$ cat config.mk
export PLATFORM = sky130hd
export DESIGN_NAME = nec_ir_edge_decoder
export DESIGN_NICKNAME = d
export VERILOG_FILES = /design/src/rtl/core/nec_ir_pkg.sv /design/src/rtl/core/nec_ir_interval.sv /design/src/rtl/core/nec_ir_frame.sv /design/src/rtl/core/nec_ir_edge_decoder.sv
export SDC_FILE = /design/constraint.sdc
export NUM_CORES = 1
export LEC_CHECK = 0
export BUFFER_PORTS_ARGS = -buffer_cell sky130_fd_sc_hd__buf_2
export CAP_MARGIN = 20
export CORE_ASPECT_RATIO = 1.25
export CORE_MARGIN = 1
export CORE_UTILIZATION = 52
export CTS_CLUSTER_SIZE = 20
export DETAILED_ROUTE_END_ITERATION = 7
export PLACE_DENSITY = 0.78
export SLEW_MARGIN = 30
export SYNTH_ARGS = -nofsm -noshare
export SYNTH_HDL_FRONTEND = slang
export SYNTH_SLANG_ARGS = --single-unit
$ cat constraint.sdc
create_clock -name clk -period 27.8 [get_ports clk]
set_input_delay 4.17 -clock clk [delete_from_list [all_inputs] [get_ports clk]]
set_output_delay 4.17 -clock clk [all_outputs]
set_load 0.01 [all_outputs]
$ cat src/rtl/core/nec_ir_pkg.sv
// Shared types and constants for the NEC infrared edge decoder.
`default_nettype none

package nec_ir_pkg;

  // Configuration register indexes
  localparam logic [1:0] CFG_ABORT_LIMIT = 2'd0;
  localparam logic [1:0] CFG_START_GAP   = 2'd1;
  localparam logic [1:0] CFG_ZERO_BIT    = 2'd2;
  localparam logic [1:0] CFG_ONE_BIT     = 2'd3;

  localparam logic [7:0] ABORT_LIMIT_RST = 8'd50;
  localparam logic [7:0] START_GAP_RST   = 8'd13;
  localparam logic [7:0] ZERO_BIT_RST    = 8'd1;
  localparam logic [7:0] ONE_BIT_RST     = 8'd2;

  // ms = floor(diff * 0.122); any diff at or above MS_SAT_DIFF gives more than 255 ms.
  // Below that, (diff * MS_RECIP) >> MS_SHIFT is exact: the excess stays under
  // 0.0015 ms while the fraction never comes closer than 0.002 to the next integer.
  localparam int unsigned  MS_SHIFT    = 20;
  localparam int unsigned  DIFF_BITS   = 12;
  localparam int unsigned  RECIP_BITS  = 17;
  localparam logic [15:0]  MS_SAT_DIFF = 16'd2099;
  localparam logic [16:0]  MS_RECIP    = 17'd127927;
  localparam logic [7:0]   MS_MAX      = 8'hFF;

  localparam logic [2:0]   BIT_LAST    = 3'd7;
  localparam logic [1:0]   SLOT_FIRST  = 2'd3;
  localparam logic [1:0]   SLOT_LAST   = 2'd0;

  typedef struct packed {
    logic [7:0] abort_limit_ms;
    logic [7:0] start_gap_ms;
    logic [7:0] zero_bit_ms;
    logic [7:0] one_bit_ms;
  } cfg_t;

  typedef struct packed {
    logic       frame_done;
    logic [7:0] command_byte;
    logic       frame_valid;
    logic       clear_timer;
  } result_t;

endpackage

`default_nettype wire

$ cat src/rtl/core/nec_ir_interval.sv
// Edge interval to whole milliseconds, saturated at 255.
`default_nettype none

module nec_ir_interval (
  input  wire logic [15:0] now_stamp,
  input  wire logic [15:0] last_stamp,
  output logic      [7:0]  interval_ms
);

  localparam int unsigned ProdBits = nec_ir_pkg::DIFF_BITS + nec_ir_pkg::RECIP_BITS;

  logic [15:0]         diff;
  logic                sat;
  logic [ProdBits-1:0] prod;

  // modulo 2^16 difference covers counter wrap
  assign diff = now_stamp - last_stamp;
  assign sat  = (diff >= nec_ir_pkg::MS_SAT_DIFF);
  assign prod = ProdBits'(diff[nec_ir_pkg::DIFF_BITS-1:0]) * ProdBits'(nec_ir_pkg::MS_RECIP);

  assign interval_ms = sat ? nec_ir_pkg::MS_MAX
                           : prod[nec_ir_pkg::MS_SHIFT +: 8];

endmodule

`default_nettype wire

$ cat src/rtl/core/nec_ir_frame.sv
// Frame state: last stamp, bit and byte counters, frame word and result decode.
`default_nettype none

module nec_ir_frame (
  input  wire logic                clk,
  input  wire logic                rst_n,
  input  wire nec_ir_pkg::cfg_t    cfg,
  input  wire logic                step,
  input  wire logic [15:0]         stamp,
  output nec_ir_pkg::result_t      res
);

  logic [15:0] last_stamp_r, last_stamp_nxt;
  logic [31:0] frame_bits_r, frame_bits_nxt;
  logic [2:0]  bit_in_byte_r, bit_in_byte_nxt;
  logic [1:0]  byte_slot_r, byte_slot_nxt;

  logic [7:0]  ms;
  logic        first_edge;
  logic        abort;
  logic        is_zero;
  logic        is_one;
  logic        hit;
  logic        done;
  logic [4:0]  pos;
  logic [7:0]  addr, addr_inv, cmd, cmd_inv;

  nec_ir_interval u_interval (
    .now_stamp   (stamp),
    .last_stamp  (last_stamp_r),
    .interval_ms (ms)
  );

  assign first_edge = (last_stamp_r == 16'd0);
  assign abort      = !first_edge &&
                      ((ms >= cfg.abort_limit_ms) || (ms == cfg.start_gap_ms));
  assign is_zero    = (ms == cfg.zero_bit_ms);
  assign is_one     = (ms == cfg.one_bit_ms);
  assign hit        = !first_edge && !abort && (is_zero || is_one);
  assign pos        = {byte_slot_r, bit_in_byte_r};
  assign done       = hit && (bit_in_byte_r == nec_ir_pkg::BIT_LAST) &&
                      (byte_slot_r == nec_ir_pkg::SLOT_LAST);

  always_comb begin
    frame_bits_nxt  = frame_bits_r;
    bit_in_byte_nxt = bit_in_byte_r;
    byte_slot_nxt   = byte_slot_r;
    last_stamp_nxt  = stamp;
    if (abort || done) begin
      bit_in_byte_nxt = 3'd0;
      byte_slot_nxt   = nec_ir_pkg::SLOT_FIRST;
      last_stamp_nxt  = 16'd0;
    end else if (hit) begin
      if (bit_in_byte_r == nec_ir_pkg::BIT_LAST) begin
        bit_in_byte_nxt = 3'd0;
        byte_slot_nxt   = byte_slot_r - 2'd1;
      end else begin
        bit_in_byte_nxt = bit_in_byte_r + 3'd1;
      end
    end
    // zero interval wins when both bit intervals match
    if (hit) begin
      frame_bits_nxt[pos] = !is_zero;
    end
  end

  assign addr     = frame_bits_nxt[31:24];
  assign addr_inv = frame_bits_nxt[23:16];
  assign cmd      = frame_bits_nxt[15:8];
  assign cmd_inv  = frame_bits_nxt[7:0];

  always_comb begin
    res.frame_done   = done;
    res.command_byte = done ? cmd : 8'd0;
    res.frame_valid  = done && ((addr & addr_inv) == 8'd0) && ((cmd & cmd_inv) == 8'd0);
    res.clear_timer  = abort;
  end

  always_ff @(posedge clk) begin
    if (!rst_n) begin
      last_stamp_r  <= 16'd0;
      bit_in_byte_r <= 3'd0;
      byte_slot_r   <= nec_ir_pkg::SLOT_FIRST;
    end else if (step) begin
      last_stamp_r  <= last_stamp_nxt;
      bit_in_byte_r <= bit_in_byte_nxt;
      byte_slot_r   <= byte_slot_nxt;
    end
  end

  always_ff @(posedge clk) begin
    if (step) begin
      frame_bits_r <= frame_bits_nxt;
    end
  end

endmodule

`default_nettype wire

$ cat src/rtl/core/nec_ir_edge_decoder.sv
// NEC infrared edge decoder: one result per falling-edge timestamp.
//
// Input channel: in_valid / in_stall with in_edge_stamp, the 8192 Hz counter
// value captured at each falling edge of the IR receiver output.
// Result channel: out_valid / out_stall with out_frame_done, out_command_byte,
// out_frame_valid and out_clear_timer. Every accepted stamp yields one result.
// Configuration: cfg_we writes cfg_wdata into the register chosen by cfg_index
// (abort limit, start gap, zero bit, one bit, all in ms); write only while idle.
// Each stamp passes through the input register, then the decode and result
// register. Throughput: one stamp per cycle while the result side does not
// stall, set by the single-step update of the frame state between them.
// Reset (rst_n low, synchronous) empties both registers, restores the default
// timings and returns the decoder to waiting for a first edge.
// A stalled result holds; one further stamp waits in the input register, after
// which in_stall rises until the result is taken.
`default_nettype none

module nec_ir_edge_decoder (
  input  wire logic        clk,
  input  wire logic        rst_n,
  input  wire logic        in_valid,
  output logic             in_stall,
  input  wire logic [15:0] in_edge_stamp,
  output logic             out_valid,
  input  wire logic        out_stall,
  output logic             out_frame_done,
  output logic      [7:0]  out_command_byte,
  output logic             out_frame_valid,
  output logic             out_clear_timer,
  input  wire logic        cfg_we,
  input  wire logic [1:0]  cfg_index,
  input  wire logic [7:0]  cfg_wdata
);

  nec_ir_pkg::cfg_t    cfg_r;
  nec_ir_pkg::result_t res;
  nec_ir_pkg::result_t out_r;

  logic        in_v_r;
  logic [15:0] in_stamp_r;
  logic        out_v_r;
  logic        advance;

  assign advance  = in_v_r && (!out_v_r || !out_stall);
  assign in_stall = in_v_r && !advance;

  always_ff @(posedge clk) begin
    if (!rst_n) begin
      cfg_r.abort_limit_ms <= nec_ir_pkg::ABORT_LIMIT_RST;
      cfg_r.start_gap_ms   <= nec_ir_pkg::START_GAP_RST;
      cfg_r.zero_bit_ms    <= nec_ir_pkg::ZERO_BIT_RST;
      cfg_r.one_bit_ms     <= nec_ir_pkg::ONE_BIT_RST;
    end else if (cfg_we) begin
      unique case (cfg_index)
        nec_ir_pkg::CFG_ABORT_LIMIT: cfg_r.abort_limit_ms <= cfg_wdata;
        nec_ir_pkg::CFG_START_GAP:   cfg_r.start_gap_ms   <= cfg_wdata;
        nec_ir_pkg::CFG_ZERO_BIT:    cfg_r.zero_bit_ms    <= cfg_wdata;
        nec_ir_pkg::CFG_ONE_BIT:     cfg_r.one_bit_ms     <= cfg_wdata;
        default:                     cfg_r <= cfg_r;
      endcase
    end
  end

  // input register: take a transfer whenever it is empty or draining
  always_ff @(posedge clk) begin
    if (!rst_n) begin
      in_v_r <= 1'b0;
    end else if (!in_stall) begin
      in_v_r <= in_valid;
    end
  end

  always_ff @(posedge clk) begin
    if (in_valid && !in_stall) begin
      in_stamp_r <= in_edge_stamp;
    end
  end

  nec_ir_frame u_frame (
    .clk   (clk),
    .rst_n (rst_n),
    .cfg   (cfg_r),
    .step  (advance),
    .stamp (in_stamp_r),
    .res   (res)
  );

  always_ff @(posedge clk) begin
    if (!rst_n) begin
      out_v_r <= 1'b0;
    end else if (advance) begin
      out_v_r <= 1'b1;
    end else if (!out_stall) begin
      out_v_r <= 1'b0;
    end
  end

  always_ff @(posedge clk) begin
    if (advance) begin
      out_r <= res;
    end
  end

  assign out_valid        = out_v_r;
  assign out_frame_done   = out_r.frame_done;
  assign out_command_byte = out_r.command_byte;
  assign out_frame_valid  = out_r.frame_valid;
  assign out_clear_timer  = out_r.clear_timer;

endmodule

`default_nettype wire

==> results of run 1 <==
## cells by family after synthesis
group	count (synthesis)	share of synthesized area (%)
AO/OA/AOI/OAI	281	17.27
XOR/XNOR	33	3.093
adder cells (fa/ha/maj)	193	27.51
buffers and inverters	251	8.650
flip-flops	114	25.83
multiplexers	17	1.563
AND/OR/NAND/NOR	356	16.09
## final cells by class
cell class	instances	area, um2
fillers	1795	8791
multi-input cells	880	7288
flip-flops and latches	114	2873
inverters	200	753.2
clock buffers	18	450.4
well taps	274	342.8
repair buffers	51	279.0
clock inverters	14	113.9
## through the flow
stage | utilization (%) | setup slack [ns] | std cells | cell area [um2]
floorplan | - | 17.87 | 1245 | 11120
global route | 57.92 | 16.01 | 1551 | 12100
global placement | 55.15 | 16.94 | 1518 | 11520
finish | 57.92 | 16.57 | 1551 | 12100
CTS | 57.92 | 16.67 | 1551 | 12100
detailed placement | 55.22 | 16.69 | 1519 | 11540
## worst reg2reg max path, delay by kind of cell, from the launching register on
kind	cells	cell delay, ns
buf+inv	6	0.45
xor+xnor	1	0.17
simple gates	10	3.34
flops	1	0.38
fa+ha+maj	10	3.86
compound gates	13	2.87
## cell usage in the layout (no fill, tap or decap), types with 5 or more instances in the layout
cell / netlist / layout
sky130_fd_sc_hd__o21bai_1: 6 / 6
sky130_fd_sc_hd__o211ai_1: 10 / 10
sky130_fd_sc_hd__nand2b_1: 15 / 15
sky130_fd_sc_hd__mux2i_1: 14 / 14
sky130_fd_sc_hd__o21ai_0: 37 / 37
sky130_fd_sc_hd__inv_1: 198 / 198
sky130_fd_sc_hd__nand4_1: 16 / 16
sky130_fd_sc_hd__fa_1: 86 / 86
sky130_fd_sc_hd__nand3b_1: 6 / 6
sky130_fd_sc_hd__o2111ai_1: 5 / 5
sky130_fd_sc_hd__edfxtp_1: 59 / 59
sky130_fd_sc_hd__nor2b_1: 22 / 22
sky130_fd_sc_hd__buf_2: 7 / 43
sky130_fd_sc_hd__nor4_1: 5 / 5
sky130_fd_sc_hd__a211o_1: 5 / 5
sky130_fd_sc_hd__xor2_1: 10 / 10
sky130_fd_sc_hd__a41oi_1: 6 / 6
sky130_fd_sc_hd__o21a_1: 9 / 9
sky130_fd_sc_hd__a21boi_0: 33 / 33
sky130_fd_sc_hd__buf_4: 1 / 7
sky130_fd_sc_hd__nand2_1: 129 / 129
sky130_fd_sc_hd__inv_6: 0 / 6
sky130_fd_sc_hd__clkbuf_16: 0 / 18
sky130_fd_sc_hd__a31oi_1: 26 / 26
sky130_fd_sc_hd__ha_1: 107 / 107
sky130_fd_sc_hd__and2_1: 17 / 17
sky130_fd_sc_hd__or2_2: 7 / 7
sky130_fd_sc_hd__a21oi_1: 63 / 63
sky130_fd_sc_hd__nor2_1: 54 / 54
sky130_fd_sc_hd__a32oi_1: 7 / 7
sky130_fd_sc_hd__a211oi_1: 6 / 6
sky130_fd_sc_hd__and3_1: 10 / 10
sky130_fd_sc_hd__nand3_1: 40 / 40
sky130_fd_sc_hd__xnor2_1: 19 / 19
sky130_fd_sc_hd__o21ai_1: 8 / 8
sky130_fd_sc_hd__dfxtp_1: 55 / 55
sky130_fd_sc_hd__nor3_1: 7 / 7
sky130_fd_sc_hd__a21o_1: 15 / 15
## flip-flops by register name (all words and copies together), names as in the netlist
register               count
out_command_byte           8
u_frame.last_stamp_r      16
out_frame_valid            1
u_frame.byte_slot_r        2
u_frame.bit_in_byte_r      3
out_frame_done             1
out_valid                  1
cfg_r                     32
in_stamp_r                16
in_v_r                     1
u_frame.frame_bits_r      32
out_clear_timer            1
## worst paths after layout
path                           start                       to  slack [ns]  cells after the start
max                    in_stamp_r[0]          out_frame_valid       16.57                     40
min          u_frame.last_stamp_r[3]  u_frame.last_stamp_r[3]        0.49                      2
max reg2reg            in_stamp_r[0]          out_frame_valid       16.57                     40
min reg2reg  u_frame.last_stamp_r[3]  u_frame.last_stamp_r[3]        0.49                      2
## layer usage
metal	share of wire (%)	up-vias	routed length (um)	track usage (%)
met5	0.049	-	13	0
met4	3.5	2	933	12.28
met3	4.6	70	1219	3.022
met2	51	319	13490	43.81
met1	41	4334	10710	29.31
li1	-	4317	-	-
==> flow_metrics.tcl, run 1 <==
set metrics [dict create \
    required_ns 28.05 \
    worst_ep_arrival_time_ns 11.48 \
    drive_above_1_share_pct 8.457 \
    dominant_delay_contributor_by_cell_family_on_the_critical_path "adder cells" \
    initialDrtViolationCount 716 \
    hold_slack_ns 0.4871 \
    syn-instance-count 1245 \
    max_clk_rate_mhz 89.02 \
    final-setup-viol-count 0 \
    period_needed_ns 11.23 \
    via_per_inst 5.830 \
    globalRoute.totalOverflow 0 \
    synth_ff_type "sky130_fd_sc_hd__edfxtp_1" \
    num-nets-final 1488 \
    relSlewSlack_pct 38.51 \
    post-cts-setup-buffer-count 0 \
    die_area_mm2 0.02198 \
    yosysTopAreaCell "sky130_fd_sc_hd__edfxtp_1" \
    numClockSinks 114 \
    netlist-cell-type-count 83 \
    timing_worst_slew_pin_value_ns 0.9214 \
    final_max_slew_viol_count 0 \
    core_area_mm2 0.02089 \
    cts_hold_repair.buffers 0 \
    post_synth.cell_area_avg_um2 8.934 \
    buffer_cell_driving_the_clock_tree_root "sky130_fd_sc_hd__clkbuf_16" \
    clock_path_buffers 2 \
    tritoncts "built" \
    detail-route-antenna-nets 0 \
    cts_buffers 17 \
    grt_start_max_net_pins 60 \
    die_width_um 132.8 \
    cp_num_buf_inv 6 \
    detail_route.wl_per_cell_um 17.00 \
    port_buffers 43 \
    synth_warnings 0 \
    antenna_violations_before_repair 1 \
    post-dp-hpwl_um 20520 \
    rsz0062_at_grt "false" \
    synth_enable_flop_cells 59 \
    grt_first_pass_wirelength_um 42930 \
    post_cts_resize_count 0 \
    syn_to_final_growth_pct 8.786 \
    cpPeakStageDelay_ns 0.71 \
    path_clk_slew_ns 0.06 \
    totalNegativeSetupSlack_ns 0 \
    yosys_register_bits 114 \
    yosysSeqAreaShare_pct 25.83 \
    final_hold_violating_endpoints 0 \
    starting_utilization_of_the_core_area_pct 53.24 \
    largest_clock_skew_in_the_final_design_ns 0.009171 \
    path_max_fanout 23 \
    ios 44 \
    gp_routability_congestion 0.9404 \
    worst_path_most_repeated_cell "sky130_fd_sc_hd__a21o_1" \
    drt-pass1-iter-count 6 \
    critical_path.endpoint_type "register" \
    synth.most_common_cell "sky130_fd_sc_hd__inv_1" \
    final_period_util_pct 40.41 \
    source_to_sink_clock_delay_at_the_later_pin_of_the_worst_skew_pair_ns 0.42 \
    floorplan.die.height_um 165.5 \
    yosys-top-cells-area "sky130_fd_sc_hd__edfxtp_1 (16%), sky130_fd_sc_hd__fa_1 (15%), sky130_fd_sc_hd__ha_1 (12%), sky130_fd_sc_hd__dfxtp_1 (9.9%), sky130_fd_sc_hd__inv_1 (6.7%)" \
    htree_levels 4 \
    critical-path-slowest-cell "sky130_fd_sc_hd__nor2_2" \
    num_antenna_cells 0 \
    status "finished clean" \
    vias_in_the_first_global_route 8725 \
    synth.top_cell.area_share_pct 15.93 \
    post_synth_arst_share_pct 0 \
    grt_usage_pct 24.60 \
    synth_nets 1469 \
    placementRows 59 \
    timing_worst_setup_path_type "reg -> reg" \
    syn_area_mm2 0.01112 \
    drv_cap 0 \
    hold_path_class "reg -> reg" \
    route.detailed.drc 0 \
    route.final.wire_length_um 26370 \
    launching_element_type_of_the_critical_path "register" \
    synth.top_cells.by_count "sky130_fd_sc_hd__inv_1 (198), sky130_fd_sc_hd__nand2_1 (129), sky130_fd_sc_hd__ha_1 (107)" \
    routed-via-count 9042 \
]
Power of run 1 is left out: the tool's default activity adds up to more than one toggle a clock period on the data nets, which glitch-free logic cannot reach.
==> inputs of run 2 (changes only) <==
- ABC_AREA: unset -> 1
- PLACE_DENSITY: 0.78 -> 0.81
- clock period: 27.8 -> 9.8 ns (I/O delays scaled with it)
==> flow_metrics.tcl, run 2 <==
set metrics [dict create \
    status "finished clean" \
    route.detailed.drc 0 \
    layout.cells.most_common "sky130_fd_sc_hd__nand2_1" \
    drt-pass1-iter-count 5 \
    period_needed_ns 9.095 \
    route.final.wire_length_um 28270 \
    final_period_util_pct 92.81 \
    max_clk_rate_mhz 109.9 \
    worst_path_most_repeated_cell "sky130_fd_sc_hd__nand2_1" \
    yosysSeqAreaShare_pct 25.16 \
    synth_ff_type "sky130_fd_sc_hd__edfxtp_1" \
    regToRegSetupSlack_ns 0.70 \
    synth_warnings 0 \
    globalRoute.totalOverflow 0 \
    final_non_filler_cell_area_mm2 0.01240 \
    cts_hold_repair.buffers 0 \
    clock_path_buffers 2 \
    busiest_layer "met2" \
    numClockSinks 114 \
    die_width_um 134.5 \
    synth_enable_flop_cells 59 \
    tritoncts "built" \
    routed-via-count 10040 \
    via_per_inst 5.353 \
    antenna_violations_before_repair 0 \
    critical_path.endpoint_type "register" \
    detail_route.wl_per_cell_um 15.07 \
    yosysTopAreaCell "sky130_fd_sc_hd__edfxtp_1" \
    post_synth_arst_share_pct 0 \
    gp_routability_congestion 0.9702 \
    worst_ep_arrival_time_ns 9.39 \
    syn-instance-count 1543 \
    grt_use_met3_pct 4.178 \
    placed_cells 1844 \
    timing_worst_slew_pin_value_ns 0.9007 \
    num_antenna_cells 0 \
    netlist-cell-type-count 45 \
    placementRows 60 \
    path_clk_slew_ns 0.06 \
    regArea_mm2 0.002873 \
    final_hold_violating_endpoints 0 \
    fillerInstances 1866 \
    final-setup-viol-count 0 \
    cpPeakStageDelay_ns 0.53 \
    post-dp-hpwl_um 22170 \
    synth.most_common_cell "sky130_fd_sc_hd__nand2_1" \
    placement.cell_area_mm2 0.01186 \
    drv_cap 0 \
    grt_first_pass_wirelength_um 47840 \
    buffer_cell_driving_the_clock_tree_root "sky130_fd_sc_hd__clkbuf_16" \
    final_max_slew_viol_count 0 \
    port_buffers 43 \
    vias_in_the_first_global_route 10360 \
    launching_element_type_of_the_critical_path "register" \
    die_area_mm2 0.02256 \
    hold_path_class "reg -> reg" \
    cts_buffers 17 \
    detail-route-antenna-nets 0 \
    grt_start_max_net_pins 61 \
    required_ns 10.09 \
    synth_nets 1767 \
    num-nets-final 1808 \
    dp_worst_setup_slack_ns 0.8380 \
    starting_utilization_of_the_core_area_pct 53.00 \
    gr-usage-met1_pct 30.04 \
    final_cell_mix "sky130_fd_sc_hd__nand2_1 (419), sky130_fd_sc_hd__inv_1 (337), sky130_fd_sc_hd__ha_1 (107)" \
    initialDrtViolationCount 759 \
    yosys-top-cells-area "sky130_fd_sc_hd__edfxtp_1 (16%), sky130_fd_sc_hd__fa_1 (15%), sky130_fd_sc_hd__nand2_1 (14%), sky130_fd_sc_hd__ha_1 (12%), sky130_fd_sc_hd__inv_1 (11%)" \
    yosys_register_bits 114 \
    drive_above_1_share_pct 8.766 \
    source_to_sink_clock_delay_at_the_later_pin_of_the_worst_skew_pair_ns 0.43 \
    critical-path-slowest-cell "sky130_fd_sc_hd__fa_1" \
    synth.top_cells.by_count "sky130_fd_sc_hd__nand2_1 (419), sky130_fd_sc_hd__inv_1 (337), sky130_fd_sc_hd__ha_1 (107)" \
    htree_levels 4 \
    post_synth.cell_area_avg_um2 7.401 \
    area_taken_by_multi_input_logic_gates_mm2 0.007083 \
    instances_no_fill 1876 \
    synth.top_cell.area_share_pct 15.51 \
    reg.largest.list "cfg_r x32, u_frame.frame_bits_r x32" \
    syn_to_final_growth_pct 8.611 \
    syn_area_mm2 0.01142 \
    final.setup.worst_slack_ns 0.7047 \
    path_max_fanout 21 \
    core_area_mm2 0.02155 \
    floorplan.die.height_um 167.7 \
    ios 44 \
    grt_usage_pct 26.60 \
    hold_slack_ns 0.4724 \
    timing_worst_setup_path_type "reg -> reg" \
    grt_use_met2_pct 47.29 \
    relSlewSlack_pct 39.49 \
    largest_clock_skew_in_the_final_design_ns 0.01445 \
]
[run 2: changes by cell type after synthesis, moves of 23 or more]
cell | before | now
sky130_fd_sc_hd__nand2_1 | 129 | 419
sky130_fd_sc_hd__inv_1 | 198 | 337
sky130_fd_sc_hd__a21oi_1 | 63 | 86
sky130_fd_sc_hd__a21boi_0 | 33 | 0
sky130_fd_sc_hd__o21ai_0 | 37 | 71
sky130_fd_sc_hd__clkbuf_1 | 42 | 12
sky130_fd_sc_hd__a31oi_1 | 26 | 1
sky130_fd_sc_hd__nand3_1 | 40 | 98
[run 2: path summary, 6_finish.rpt]
check / cells past startpoint / endpoint / from
hold reg to reg: 2 / cfg_r[22] / cfg_r[22]
setup / recovery: 50 / out_frame_valid / in_stamp_r[0]
hold / removal: 2 / cfg_r[22] / cfg_r[22]
setup reg to reg: 50 / out_frame_valid / in_stamp_r[0]
[run 2: per-stage QoR]
| stage | util [%] | setup TNS (ns) |
|---|---|---|
| 2_1_floorplan | - | 0 |
| 5_1_grt | 57.57 | -0.001292 |
| 6_report | 57.57 | 0 |
| 4_1_cts | 57.53 | 0 |
| 3_3_place_gp | 55.04 | 0 |
| 3_5_place_dp | 55.04 | 0 |
[run 2: metal layers]
metal	vias up	wire, um
met5	-	0
met4	0	1517
met3	107	1247
met2	327	14400
met1	4720	11110
li1	4889	-
[run 2: logic make-up (layout without fill, tap and decap cells)]
group           count (synthesis)  count (layout)  synth area share (%)
fa+ha+maj                     193             193                 26.80
mux                             4               4                0.3506
xor+xnor                        6               6                0.4602
flops                         114             114                 25.16
simple gates                  670             670                 25.78
compound gates                182             182                 8.568
buf+inv                       374             428                 12.88
[run 2: layout make-up]
cell class / count / share of cell area (%)
Multi-Input combinational cell: 1055 / 57.11
Sequential cell: 114 / 23.16
Inverter: 350 / 10.67
Clock buffer: 20 / 3.692
Tap cell: 279 / 2.814
Timing Repair Buffer: 46 / 1.917
Clock inverter: 12 / 0.6355
[run 2: timing repair]
action                                  4_1_cts  5_1_grt
setup buffers                                 0        0
resized for setup                             0        4
endpoints found under the setup margin        0       21
[run 2: worst max-delay path: cells and delay by family, from the launching register on]
family	cells	cell delay, ns
and+or+nand+nor	26	3.19
buffers and inverters	11	1.14
adders and majority gates	10	3.76
DFF	1	0.39
AOI/OAI and AO/OA	3	0.46
Power of run 2 is left out for the same reason.
